### src/rtl/core/rgbn_pkg.sv
// ----------------------------------------------------------------------------
// rgbn_pkg
// Shared types and constants for the RGB normalizer / pulse encoder.
// ----------------------------------------------------------------------------
package rgbn_pkg;

  localparam int CHAN_W      = 8;
  localparam int TICK_W      = 15;
  localparam int PULSES      = 24;
  localparam int PULSE_CNT_W = $clog2(PULSES);
  localparam int DIV_STEPS   = CHAN_W;
  localparam int DIV_CNT_W   = $clog2(DIV_STEPS);
  localparam int CFG_IDX_W   = 3;
  localparam int CFG_DATA_W  = TICK_W;

  localparam logic [CFG_IDX_W-1:0] REG_LINK_ENABLED    = 3'd0;
  localparam logic [CFG_IDX_W-1:0] REG_ZERO_HIGH_TICKS = 3'd1;
  localparam logic [CFG_IDX_W-1:0] REG_ZERO_LOW_TICKS  = 3'd2;
  localparam logic [CFG_IDX_W-1:0] REG_ONE_HIGH_TICKS  = 3'd3;
  localparam logic [CFG_IDX_W-1:0] REG_ONE_LOW_TICKS   = 3'd4;

  localparam logic [TICK_W-1:0] ZERO_HIGH_RST = 15'd14;
  localparam logic [TICK_W-1:0] ZERO_LOW_RST  = 15'd32;
  localparam logic [TICK_W-1:0] ONE_HIGH_RST  = 15'd28;
  localparam logic [TICK_W-1:0] ONE_LOW_RST   = 15'd24;

  typedef enum logic [1:0] {
    FS_IDLE,
    FS_DIV,
    FS_HOLD
  } front_state_t;

  typedef struct packed {
    logic start;
    logic step;
  } lane_ctrl_t;

  typedef struct packed {
    logic [TICK_W-1:0] zero_high;
    logic [TICK_W-1:0] zero_low;
    logic [TICK_W-1:0] one_high;
    logic [TICK_W-1:0] one_low;
  } pulse_timing_t;

endpackage

### src/rtl/core/rgbn_div_lane.sv
// ----------------------------------------------------------------------------
// rgbn_div_lane
// One channel lane: floor(value * 255 / peak), restoring divide, one
// quotient bit per step.
// ----------------------------------------------------------------------------
module rgbn_div_lane (
  input  logic                       clk,
  input  rgbn_pkg::lane_ctrl_t       ctrl,
  input  logic [rgbn_pkg::CHAN_W-1:0] value,
  input  logic [rgbn_pkg::CHAN_W-1:0] peak,
  output logic [rgbn_pkg::CHAN_W-1:0] quot
);
  import rgbn_pkg::*;

  logic [2*CHAN_W-1:0] dividend;
  logic [CHAN_W-1:0]   rem;
  logic [CHAN_W-1:0]   qsh;     // low dividend bits shift out, quotient bits shift in
  logic [CHAN_W-1:0]   divisor;
  logic                zero;
  logic [CHAN_W:0]     trial;
  logic                qbit;

  // value*255 = (value << 8) - value
  assign dividend = {value, {CHAN_W{1'b0}}} - {{CHAN_W{1'b0}}, value};

  assign trial = {rem, qsh[CHAN_W-1]};
  assign qbit  = (trial >= {1'b0, divisor});

  always_ff @(posedge clk) begin
    if (ctrl.start) begin
      // upper half is always below peak, so quotient fits in CHAN_W bits
      rem     <= dividend[2*CHAN_W-1:CHAN_W];
      qsh     <= dividend[CHAN_W-1:0];
      divisor <= peak;
      zero    <= (peak == '0);
    end else if (ctrl.step) begin
      rem <= qbit ? CHAN_W'(trial - {1'b0, divisor}) : trial[CHAN_W-1:0];
      qsh <= {qsh[CHAN_W-2:0], qbit};
    end
  end

  assign quot = zero ? '0 : qsh;

endmodule

### src/rtl/core/rgbn_serializer.sv
// ----------------------------------------------------------------------------
// rgbn_serializer
// Merges the three lane results into a GRB word and sends it MSB first as
// 24 pulse transfers from an output register.
// ----------------------------------------------------------------------------
module rgbn_serializer (
  input  logic                          clk,
  input  logic                          rst,
  input  logic                          load,
  input  logic [rgbn_pkg::CHAN_W-1:0]   green_q,
  input  logic [rgbn_pkg::CHAN_W-1:0]   red_q,
  input  logic [rgbn_pkg::CHAN_W-1:0]   blue_q,
  input  rgbn_pkg::pulse_timing_t       timing,
  output logic                          load_ready,
  output logic                          out_valid,
  input  logic                          out_ready,
  output logic                          data_bit,
  output logic [rgbn_pkg::TICK_W-1:0]   high_ticks,
  output logic [rgbn_pkg::TICK_W-1:0]   low_ticks,
  output logic                          last_pulse
);
  import rgbn_pkg::*;

  logic [PULSES-1:0]      word;
  logic [PULSES-2:0]      shreg;
  logic [PULSE_CNT_W-1:0] remaining;
  logic                   xfer;
  logic                   next_bit;

  assign word       = {green_q, red_q, blue_q};
  assign xfer       = out_valid && out_ready;
  assign load_ready = !out_valid || (out_ready && remaining == '0);
  assign next_bit   = load ? word[PULSES-1] : shreg[PULSES-2];

  always_ff @(posedge clk) begin
    if (rst) begin
      out_valid <= 1'b0;
      remaining <= '0;
    end else if (load) begin
      out_valid <= 1'b1;
      remaining <= PULSE_CNT_W'(PULSES - 1);
    end else if (xfer) begin
      if (remaining != '0) begin
        remaining <= remaining - 1'b1;
      end else begin
        out_valid <= 1'b0;
      end
    end
  end

  always_ff @(posedge clk) begin
    if (load || (xfer && remaining != '0)) begin
      data_bit   <= next_bit;
      high_ticks <= next_bit ? timing.one_high : timing.zero_high;
      low_ticks  <= next_bit ? timing.one_low : timing.zero_low;
      last_pulse <= !load && (remaining == PULSE_CNT_W'(1));
      shreg      <= load ? word[PULSES-2:0] : {shreg[PULSES-3:0], 1'b0};
    end
  end

`ifndef ASSERT_OFF
  a_load_when_free: assert property (@(posedge clk) disable iff (rst)
    load |-> load_ready)
    else $error("serializer loaded while pulses remain");

  a_last_at_end: assert property (@(posedge clk) disable iff (rst)
    (out_valid && last_pulse) |-> (remaining == '0))
    else $error("last pulse flagged with pulses remaining");

  a_drain: assert property (@(posedge clk) disable iff (rst)
    (xfer && last_pulse && !load) |=> !out_valid)
    else $error("output still valid after last pulse");
`endif

endmodule

### src/rtl/core/rgb_normalize_ws2812_encoder_unit.sv
// ----------------------------------------------------------------------------
// rgb_normalize_ws2812_encoder_unit
// Scales an RGB color to full brightness and encodes it as 24 GRB pulses.
// ----------------------------------------------------------------------------
// Input channel (in_valid/in_ready, red/green/blue): one color per transfer.
// Output channel (out_valid/out_ready): one pulse per transfer, carrying the
// bit value, high/low durations from the timing registers and a last flag
// on the 24th pulse. Config port: cfg_wen/cfg_index/cfg_data, written while
// the block is idle; with link_enabled at 0 colors are taken and dropped.
// The three channel lanes divide in parallel, one quotient bit per cycle,
// and out_valid rises with the first pulse after the serializer takes the
// word.
// Throughput: the single output register sends one pulse per cycle while
// out_ready is high; the next color divides while the previous one is being
// sent.
// Reset clears link_enabled to 0 and loads the default tick counts (14, 32,
// 28, 24); no output is pending after reset. A stalled receiver holds the
// current pulse; the lanes finish and wait with in_ready low until the
// serializer takes the word.
// ----------------------------------------------------------------------------
module rgb_normalize_ws2812_encoder_unit (
  input  logic                              clk,
  input  logic                              rst,
  input  logic                              cfg_wen,
  input  logic [rgbn_pkg::CFG_IDX_W-1:0]    cfg_index,
  input  logic [rgbn_pkg::CFG_DATA_W-1:0]   cfg_data,
  input  logic                              in_valid,
  output logic                              in_ready,
  input  logic [rgbn_pkg::CHAN_W-1:0]       red,
  input  logic [rgbn_pkg::CHAN_W-1:0]       green,
  input  logic [rgbn_pkg::CHAN_W-1:0]       blue,
  output logic                              out_valid,
  input  logic                              out_ready,
  output logic                              data_bit,
  output logic [rgbn_pkg::TICK_W-1:0]       high_ticks,
  output logic [rgbn_pkg::TICK_W-1:0]       low_ticks,
  output logic                              last_pulse
);
  import rgbn_pkg::*;

  logic                 link_enabled;
  pulse_timing_t        timing;
  front_state_t         fstate;
  front_state_t         fstate_next;
  logic [DIV_CNT_W-1:0] div_cnt;
  logic [DIV_CNT_W-1:0] div_cnt_next;
  lane_ctrl_t           lane_ctrl;
  logic                 accept;
  logic                 ser_load;
  logic                 load_ready;
  logic [CHAN_W-1:0]    peak;
  logic [CHAN_W-1:0]    red_q;
  logic [CHAN_W-1:0]    green_q;
  logic [CHAN_W-1:0]    blue_q;

  // configuration registers
  always_ff @(posedge clk) begin
    if (rst) begin
      link_enabled     <= 1'b0;
      timing.zero_high <= ZERO_HIGH_RST;
      timing.zero_low  <= ZERO_LOW_RST;
      timing.one_high  <= ONE_HIGH_RST;
      timing.one_low   <= ONE_LOW_RST;
    end else if (cfg_wen) begin
      unique case (cfg_index)
        REG_LINK_ENABLED:    link_enabled     <= cfg_data[0];
        REG_ZERO_HIGH_TICKS: timing.zero_high <= cfg_data;
        REG_ZERO_LOW_TICKS:  timing.zero_low  <= cfg_data;
        REG_ONE_HIGH_TICKS:  timing.one_high  <= cfg_data;
        REG_ONE_LOW_TICKS:   timing.one_low   <= cfg_data;
        default: ;
      endcase
    end
  end

  always_comb begin
    peak = red;
    if (green > peak) peak = green;
    if (blue > peak) peak = blue;
  end

  assign accept = in_valid && in_ready;

  // front-end sequencer: load lanes, step them, hand off to serializer
  always_comb begin
    fstate_next  = fstate;
    div_cnt_next = div_cnt;
    unique case (fstate)
      FS_IDLE: begin
        div_cnt_next = '0;
        if (accept && link_enabled) fstate_next = FS_DIV;
      end
      FS_DIV: begin
        div_cnt_next = div_cnt + 1'b1;
        if (div_cnt == DIV_CNT_W'(DIV_STEPS - 1)) fstate_next = FS_HOLD;
      end
      FS_HOLD: begin
        if (load_ready) fstate_next = FS_IDLE;
      end
      default: fstate_next = FS_IDLE;
    endcase
  end

  always_comb begin
    in_ready       = 1'b0;
    lane_ctrl      = '0;
    ser_load       = 1'b0;
    unique case (fstate)
      FS_IDLE: begin
        in_ready        = 1'b1;
        lane_ctrl.start = in_valid && link_enabled;
      end
      FS_DIV:  lane_ctrl.step = 1'b1;
      FS_HOLD: ser_load = load_ready;
      default: ;
    endcase
  end

  always_ff @(posedge clk) begin
    if (rst) begin
      fstate  <= FS_IDLE;
      div_cnt <= '0;
    end else begin
      fstate  <= fstate_next;
      div_cnt <= div_cnt_next;
    end
  end

  rgbn_div_lane u_lane_red (
    .clk(clk), .ctrl(lane_ctrl), .value(red), .peak(peak), .quot(red_q)
  );

  rgbn_div_lane u_lane_green (
    .clk(clk), .ctrl(lane_ctrl), .value(green), .peak(peak), .quot(green_q)
  );

  rgbn_div_lane u_lane_blue (
    .clk(clk), .ctrl(lane_ctrl), .value(blue), .peak(peak), .quot(blue_q)
  );

  rgbn_serializer u_serializer (
    .clk        (clk),
    .rst        (rst),
    .load       (ser_load),
    .green_q    (green_q),
    .red_q      (red_q),
    .blue_q     (blue_q),
    .timing     (timing),
    .load_ready (load_ready),
    .out_valid  (out_valid),
    .out_ready  (out_ready),
    .data_bit   (data_bit),
    .high_ticks (high_ticks),
    .low_ticks  (low_ticks),
    .last_pulse (last_pulse)
  );

`ifndef ASSERT_OFF
  a_busy_after_accept: assert property (@(posedge clk) disable iff (rst)
    (accept && link_enabled) |=> !in_ready)
    else $error("input ready while lanes are dividing");

  a_drop_when_off: assert property (@(posedge clk) disable iff (rst)
    (accept && !link_enabled) |=> in_ready)
    else $error("disabled link did not drop color");

  a_hold_from_div: assert property (@(posedge clk) disable iff (rst)
    (fstate == FS_HOLD) |-> ($past(fstate) == FS_DIV || $past(fstate) == FS_HOLD))
    else $error("handoff state entered without a divide");

  a_div_len: assert property (@(posedge clk) disable iff (rst)
    $rose(fstate == FS_HOLD) |-> $past(div_cnt) == DIV_CNT_W'(DIV_STEPS - 1))
    else $error("divide finished early");
`endif

endmodule

### config.mk
export PLATFORM = sky130hd
export DESIGN_NAME = rgb_normalize_ws2812_encoder_unit
export DESIGN_NICKNAME = d
export VERILOG_FILES = /design/src/rtl/core/rgbn_pkg.sv /design/src/rtl/core/rgbn_div_lane.sv /design/src/rtl/core/rgbn_serializer.sv /design/src/rtl/core/rgb_normalize_ws2812_encoder_unit.sv
export SDC_FILE = /design/constraint.sdc
export NUM_CORES = 1
export LEC_CHECK = 0
export BUFFER_PORTS_ARGS = -buffer_cell sky130_fd_sc_hd__buf_2
export CAP_MARGIN = 20
export CELL_PAD_IN_SITES_DETAIL_PLACEMENT = 0
export CELL_PAD_IN_SITES_GLOBAL_PLACEMENT = 1
export CORE_MARGIN = 2
export CORE_UTILIZATION = 49
export CTS_BUF_LIST = sky130_fd_sc_hd__clkbuf_4 sky130_fd_sc_hd__clkbuf_8
export DETAILED_ROUTE_END_ITERATION = 7
export GPL_TIMING_DRIVEN = 0
export PLACE_DENSITY_LB_ADDON = 0.1
export SYNTH_ARGS = -nofsm -noshare
export SYNTH_HDL_FRONTEND = slang
export SYNTH_SLANG_ARGS = --single-unit
### constraint.sdc
create_clock -name clk -period 5.8 [get_ports clk]
set_input_delay 0.87 -clock clk [delete_from_list [all_inputs] [get_ports clk]]
set_output_delay 0.87 -clock clk [all_outputs]
set_load 0.005 [all_outputs]
### Word level (Yosys, flattened, before mapping)

Index checks and enable logic that the tools add are counted.

| storage, ports and cells | value |
|---|---|
| bits in registers | 184 |
| logic and storage cells | 120 |

| cells by class | value |
|---|---|
| $add $sub $neg | 8 |
| order comparisons | 5 |
| eq/ne operators | 12 |
| mux-type cells | 39 |
| bitwise operators | 1 |
| reductions and logical operators | 31 |

Operators by type and width:

| cell | number |
|---|---|
| $mux 8 | 20 |
| $sub 16x8->16 | 3 |
| $mux 15 | 2 |
| $ge 9x8->1 | 3 |
| $sub 8x8->8 | 3 |
| $mux 23 | 1 |
| $gt 8x8->1 | 2 |
| $reduce_and 2->1 | 8 |
| $mux 5 | 3 |
| $logic_not 8->1 | 1 |
| $mux 1 | 8 |
| $reduce_bool 2->1 | 4 |
| $logic_and 1x1->1 | 7 |
| $eq 3x2->1 const B | 2 |
| $eq 3x3->1 const B | 2 |
| $mux 2 | 3 |
| $ne 2x2->1 const B | 3 |
| $pmux 2 s3 | 1 |
| $pmux 3 s2 | 1 |
| $eq 5x1->1 const B | 1 |
| $logic_not 5->1 | 1 |
| $reduce_bool 5->1 | 1 |
| $sub 5x1->5 const B | 1 |
| $reduce_or 2->1 | 2 |
| 11 further kinds | 13 |

### Longest topological paths before layout

| logic depth | value |
|---|---|
| depth in word-level cells | 6 |
| depth in mapped cells | 17 |
| gate-level depth less buffers | 15 |

### Hierarchy

A second synthesis with hierarchy kept.

| unflattened totals | value |
|---|---|
| cell total of the unflattened synthesis | 1056 |
| area total of the unflattened synthesis | 10894.2 um2 |

Modules (own cells, without submodules):

| module | instances | cells each | area an instance (um2) |
|---|---|---|---|
| rgbn_div_lane at u_lane_green ... | 2 | 171 | 1725.4 |
| rgb_normalize_ws2812_encoder_unit | 1 | 392 | 3042.9 |
| rgbn_serializer | 1 | 153 | 2616.3 |
| rgbn_div_lane at u_lane_blue | 1 | 169 | 1784.2 |

### Worst setup path before layout

No wires, ideal clock.

| path | value |
|---|---|
| kind | input to register |
| from | in red[5] in the netlist's numbering |
| to | reg u_lane_blue.zero, data pin |
| setup time | 0.169 ns |
| arrival time | 4.192 ns |
| required time | 5.631 ns |
| slack | 1.440 ns |
| stages | 17 |
| path buffers | 2 |
| path through | inv_1 ha_1 a211oi_2 nor2_1 or2_0 buf_2 o21ai_1 mux2i_1 ha_1 a21oi_1 o21ai_1 nor2_1 a21o_1 buf_4 a31oi_1 or4_1 nor4b_2 |

| on the way | value |
|---|---|
| word-level cells in the longest chain between the ends | 5 |

RTL lines:

| item | RTL line | source |
|---|---|---|
| start: declaration | rgb_normalize_ws2812_encoder_unit.sv:29 | `input logic [rgbn_pkg::CHAN_W-1:0] red,` |
| $gt 8x8->1 | rgb_normalize_ws2812_encoder_unit.sv:78 | `if (green > peak) peak = green;` |
| $mux 8 * | rgb_normalize_ws2812_encoder_unit.sv:78 |  |
| $gt 8x8->1 | rgb_normalize_ws2812_encoder_unit.sv:79 | `if (blue > peak) peak = blue;` |
| $mux 8 * | rgb_normalize_ws2812_encoder_unit.sv:79 |  |
| named net peak[2] | rgb_normalize_ws2812_encoder_unit.sv:51 | `logic [CHAN_W-1:0] peak;` |
| $logic_not 8->1 * | rgbn_div_lane.sv:35 | `zero <= (peak == '0);` |
| end signal: assignment | rgbn_div_lane.sv:35 |  |
| end: declaration | rgbn_div_lane.sv:19 | `logic zero;` |

Mark *: on every way through the listed nets, which the timed path passes. The rest lies on a longest branch.
A chain may end at the register's enable or synchronous reset.

### Worst setup path in the final report

| path | value |
|---|---|
| from | in red[7] in the netlist's numbering |
| to | reg u_lane_blue.zero, data pin |

The elaborated chain is that of the path after synthesis.

==> out/qor.txt <==
Layout Skew: 0.0181 ns
Via/cell ratio: 5.63
Arr. time, crit path: 5.03 ns
Post-synth EDFFs: 112
Ys async rst share: 0
Root buffer cell: clkbuf_8
Worst setup EP type: flop
Hold Vio Cnt, Final: 0
DRC: 0
CTS max path bufs: 2
Final core utilization: 0.562
Hold-fix buffers, CTS: 0
Post-DRT Antenna Nets: 0
Core Box Area: 0.0197 mm^2
RSZ-0062 raised after global routing: no
Cell Count, Final, Fillers Out: 1,408
GRT overflow: 0
Drt total wl: 25.7 mm
Fin Setup TNS: 0 ns
Total CTS buffers: 17
Total power: 2.55 mW
CTS resizes: 0
CTS tree: done
Synth cell types: 64
IR drop worst, VDD: 0.000126 V
Post-Syn Area: 0.00988 mm^2
Die Y: 146 um
Number of I/O port buffers: 79
Status: complete, no violations
Post CTS Setup Buffer Count: 0
Seq/Total Area, Yosys: 0.486
First-pass GRT wire length: 40.5 mm
TritonCTS Sinks: 184
Drt pass-1 iters: 5
Final worst path period need: 4.72 ns
Gr usage total: 0.243
Number of instances in the placed design: 1,376
Max cap viols: 0
Initial antenna violation count: 0
Crit start category: input pin
Largest net degree at the start of global routing: 35
Cells after Synth: 1,030
Drt wl/cell: 18.2 um
Worst path required time: 6.11 ns
CP Class: input pin to flop
Slew margin rel.: 0.328
Final period util: 0.814
Number of fill cells in the layout: 1,866
Dpl hpwl: 19.3 mm
Leak: 4.34 nW
Number of global-route vias before repair: 7,594
DR vias: 7,931
Synth Register Bits: 184
Initial Util: 0.503
Area Growth Syn to Fin: 11.7%
Iter 0 DRT Violations: 529
# nets final: 1,227
Maximum fanout along the worst path: 10
Worst Tran Pin Value: 1.01 ns
# setup viols final: 0
Site Rows: 51
Yosys warns: 0
H-Tree Depth: 4
RD Place Congestion: 0.950
Placed cell area: 0.0106 mm^2
Ys flop type: edfxtp_1
Hold crit path type: flop to flop
Pwr Density: 231 mW/mm^2
Avg Inst Size Synth: 9.59 um^2
Die footprint: 0.0213 mm^2
Layout cell share with drive strength beyond 1: 0.145
Syn Nets: 1,127
Io pins: 81
Fin area: 0.0110 mm^2
Fmax achieved: 212 MHz
Fin. max-slew vios: 0
Clock Latency Late Sink: 0.47 ns
CTS clk-pin slew, worst paths: 0.11 ns
N_diodes: 0
Die extent in x: 146 um
[power breakdown]
group	total, mW	switching (mW)	internal, mW
sequential	1.41	0.00833	1.40
clock	0.855	0.530	0.325
combinational	0.288	0.180	0.108
[area by class of cell]
type	count	area [um^2]	area share
well taps	265	332	0.0300
clock inverters	15	155	0.0141
plain buffers	48	193	0.0175
inverters	36	135	0.0122
repair buffers	81	435	0.0395
clock buffers	17	234	0.0212
multi-input cells	762	4750	0.430
flip-flops and latches	184	4800	0.435
[critical path, stage by stage]
cell and delay (ns):
buf_2 0.14, inv_1 0.14, ha_1 0.34, nand4_2 0.22, or2_1 0.35, clkbuf_1 0.25, o21ai_1 0.22, mux2i_1 0.35
ha_1 0.31, a21oi_1 0.15, o21ai_1 0.10, nor2_1 0.35, a21o_1 0.18, buf_4 0.16, a31oi_1 0.12, or4_1 0.57
nor4b_2 0.22
[sequential cells by signal (all words and copies together) (netlist names), 2 cells and up]
name / flops
u_lane_blue.divisor: 8
u_serializer.low_ticks: 15
u_lane_blue.qsh: 8
u_lane_red.rem: 8
u_lane_blue.rem: 8
fstate: 2
u_serializer.high_ticks: 15
u_lane_red.qsh: 8
timing: 60
u_lane_green.qsh: 8
u_lane_green.rem: 8
u_serializer.remaining: 5
u_serializer.shreg: 23
div_cnt: 3
[cells in the mapped netlist (all sizes together) (4+ instances only)]
library cell | count | area (um^2)
or3 | 7 | 48.8
nand3 | 18 | 90.1
and3 | 7 | 43.8
edfxtp | 112 | 3360
nor3 | 16 | 80.1
a21oi | 89 | 445
o211ai | 13 | 108
a21o | 8 | 60.1
a22oi | 4 | 30.0
xnor2 | 18 | 158
o22ai | 7 | 43.8
o21a | 5 | 37.5
ha | 47 | 588
o21ai | 35 | 179
mux2 | 32 | 360
nor4 | 10 | 62.6
a31oi | 15 | 93.8
buf | 8 | 42.5
inv | 36 | 135
nand4 | 5 | 37.5
dfxtp | 72 | 1440
nand2b | 22 | 138
and2 | 7 | 43.8
nand2 | 216 | 811
nor2 | 51 | 191
o31ai | 14 | 105
xor2 | 9 | 78.8
a211oi | 13 | 103
clkbuf | 40 | 150
mux2i | 18 | 184
or2 | 6 | 37.5
nor2b | 11 | 68.8
nand3b | 29 | 218
a311oi | 4 | 35.0
[cell families (layout without fill, tap and decap cells)]
kind of cell               Yosys count  count (layout)  share of synthesized area
adders and majority gates           50              50                     0.0656
AOI/OAI and AO/OA                  221             221                      0.138
buffers and inverters               84             197                     0.0332
DFF                                184             184                      0.486
muxes                               50              50                     0.0551
and+or+nand+nor                    414             414                      0.198
xor gates and xnor gates            27              27                     0.0239
[layout by cell type, fill, tap and decap left out, types with 11 or more instances in the layout]
cell / n
nand2_1: 215
edfxtp_1: 112
a21oi_1: 89
buf_2: 86
dfxtp_1: 72
nor2_1: 51
ha_1: 47
clkbuf_1: 40
inv_1: 35
mux2_2: 29
nand3b_1: 29
o21ai_0: 28
nand2b_1: 22
nand3_1: 18
xnor2_1: 18
mux2i_1: 17
clkbuf_8: 17
nor3_1: 16
a31oi_1: 15
o31ai_1: 14
a211oi_1: 12
nor2b_1: 11
o211ai_1: 11
[worst paths after layout]
kind,cells after the start,to,start,slack (ns)
max reg2reg,10,u_lane_red.rem[6],u_lane_blue.divisor[1],2.85
max,17,u_lane_blue.zero,red[7],1.08
min reg2reg,2,timing[20],timing[20],0.46
min,2,timing[20],timing[20],0.46
[metrics by stage]
| stage | hold slack, ns | setup WS, ns |
|---|---|---|
| after floorplan | 0.432 | 1.44 |
| after global placement | 0.440 | 0.611 |
| after detailed placement | 0.443 | 0.665 |
| after CTS | 0.459 | 1.12 |
| after global routing | 0.473 | 0.796 |
| final | 0.457 | 1.08 |
[layer usage]
layer,up-vias,wire length (um),global-route usage,part of all wire
li1,3895,-,-,-
met1,3761,11100,0.310,0.43
met2,233,12300,0.415,0.48
met3,42,1310,0.0367,0.051
met4,0,924,0.0981,0.036
met5,-,0,0,0
(Power assumes the default switching activity.)
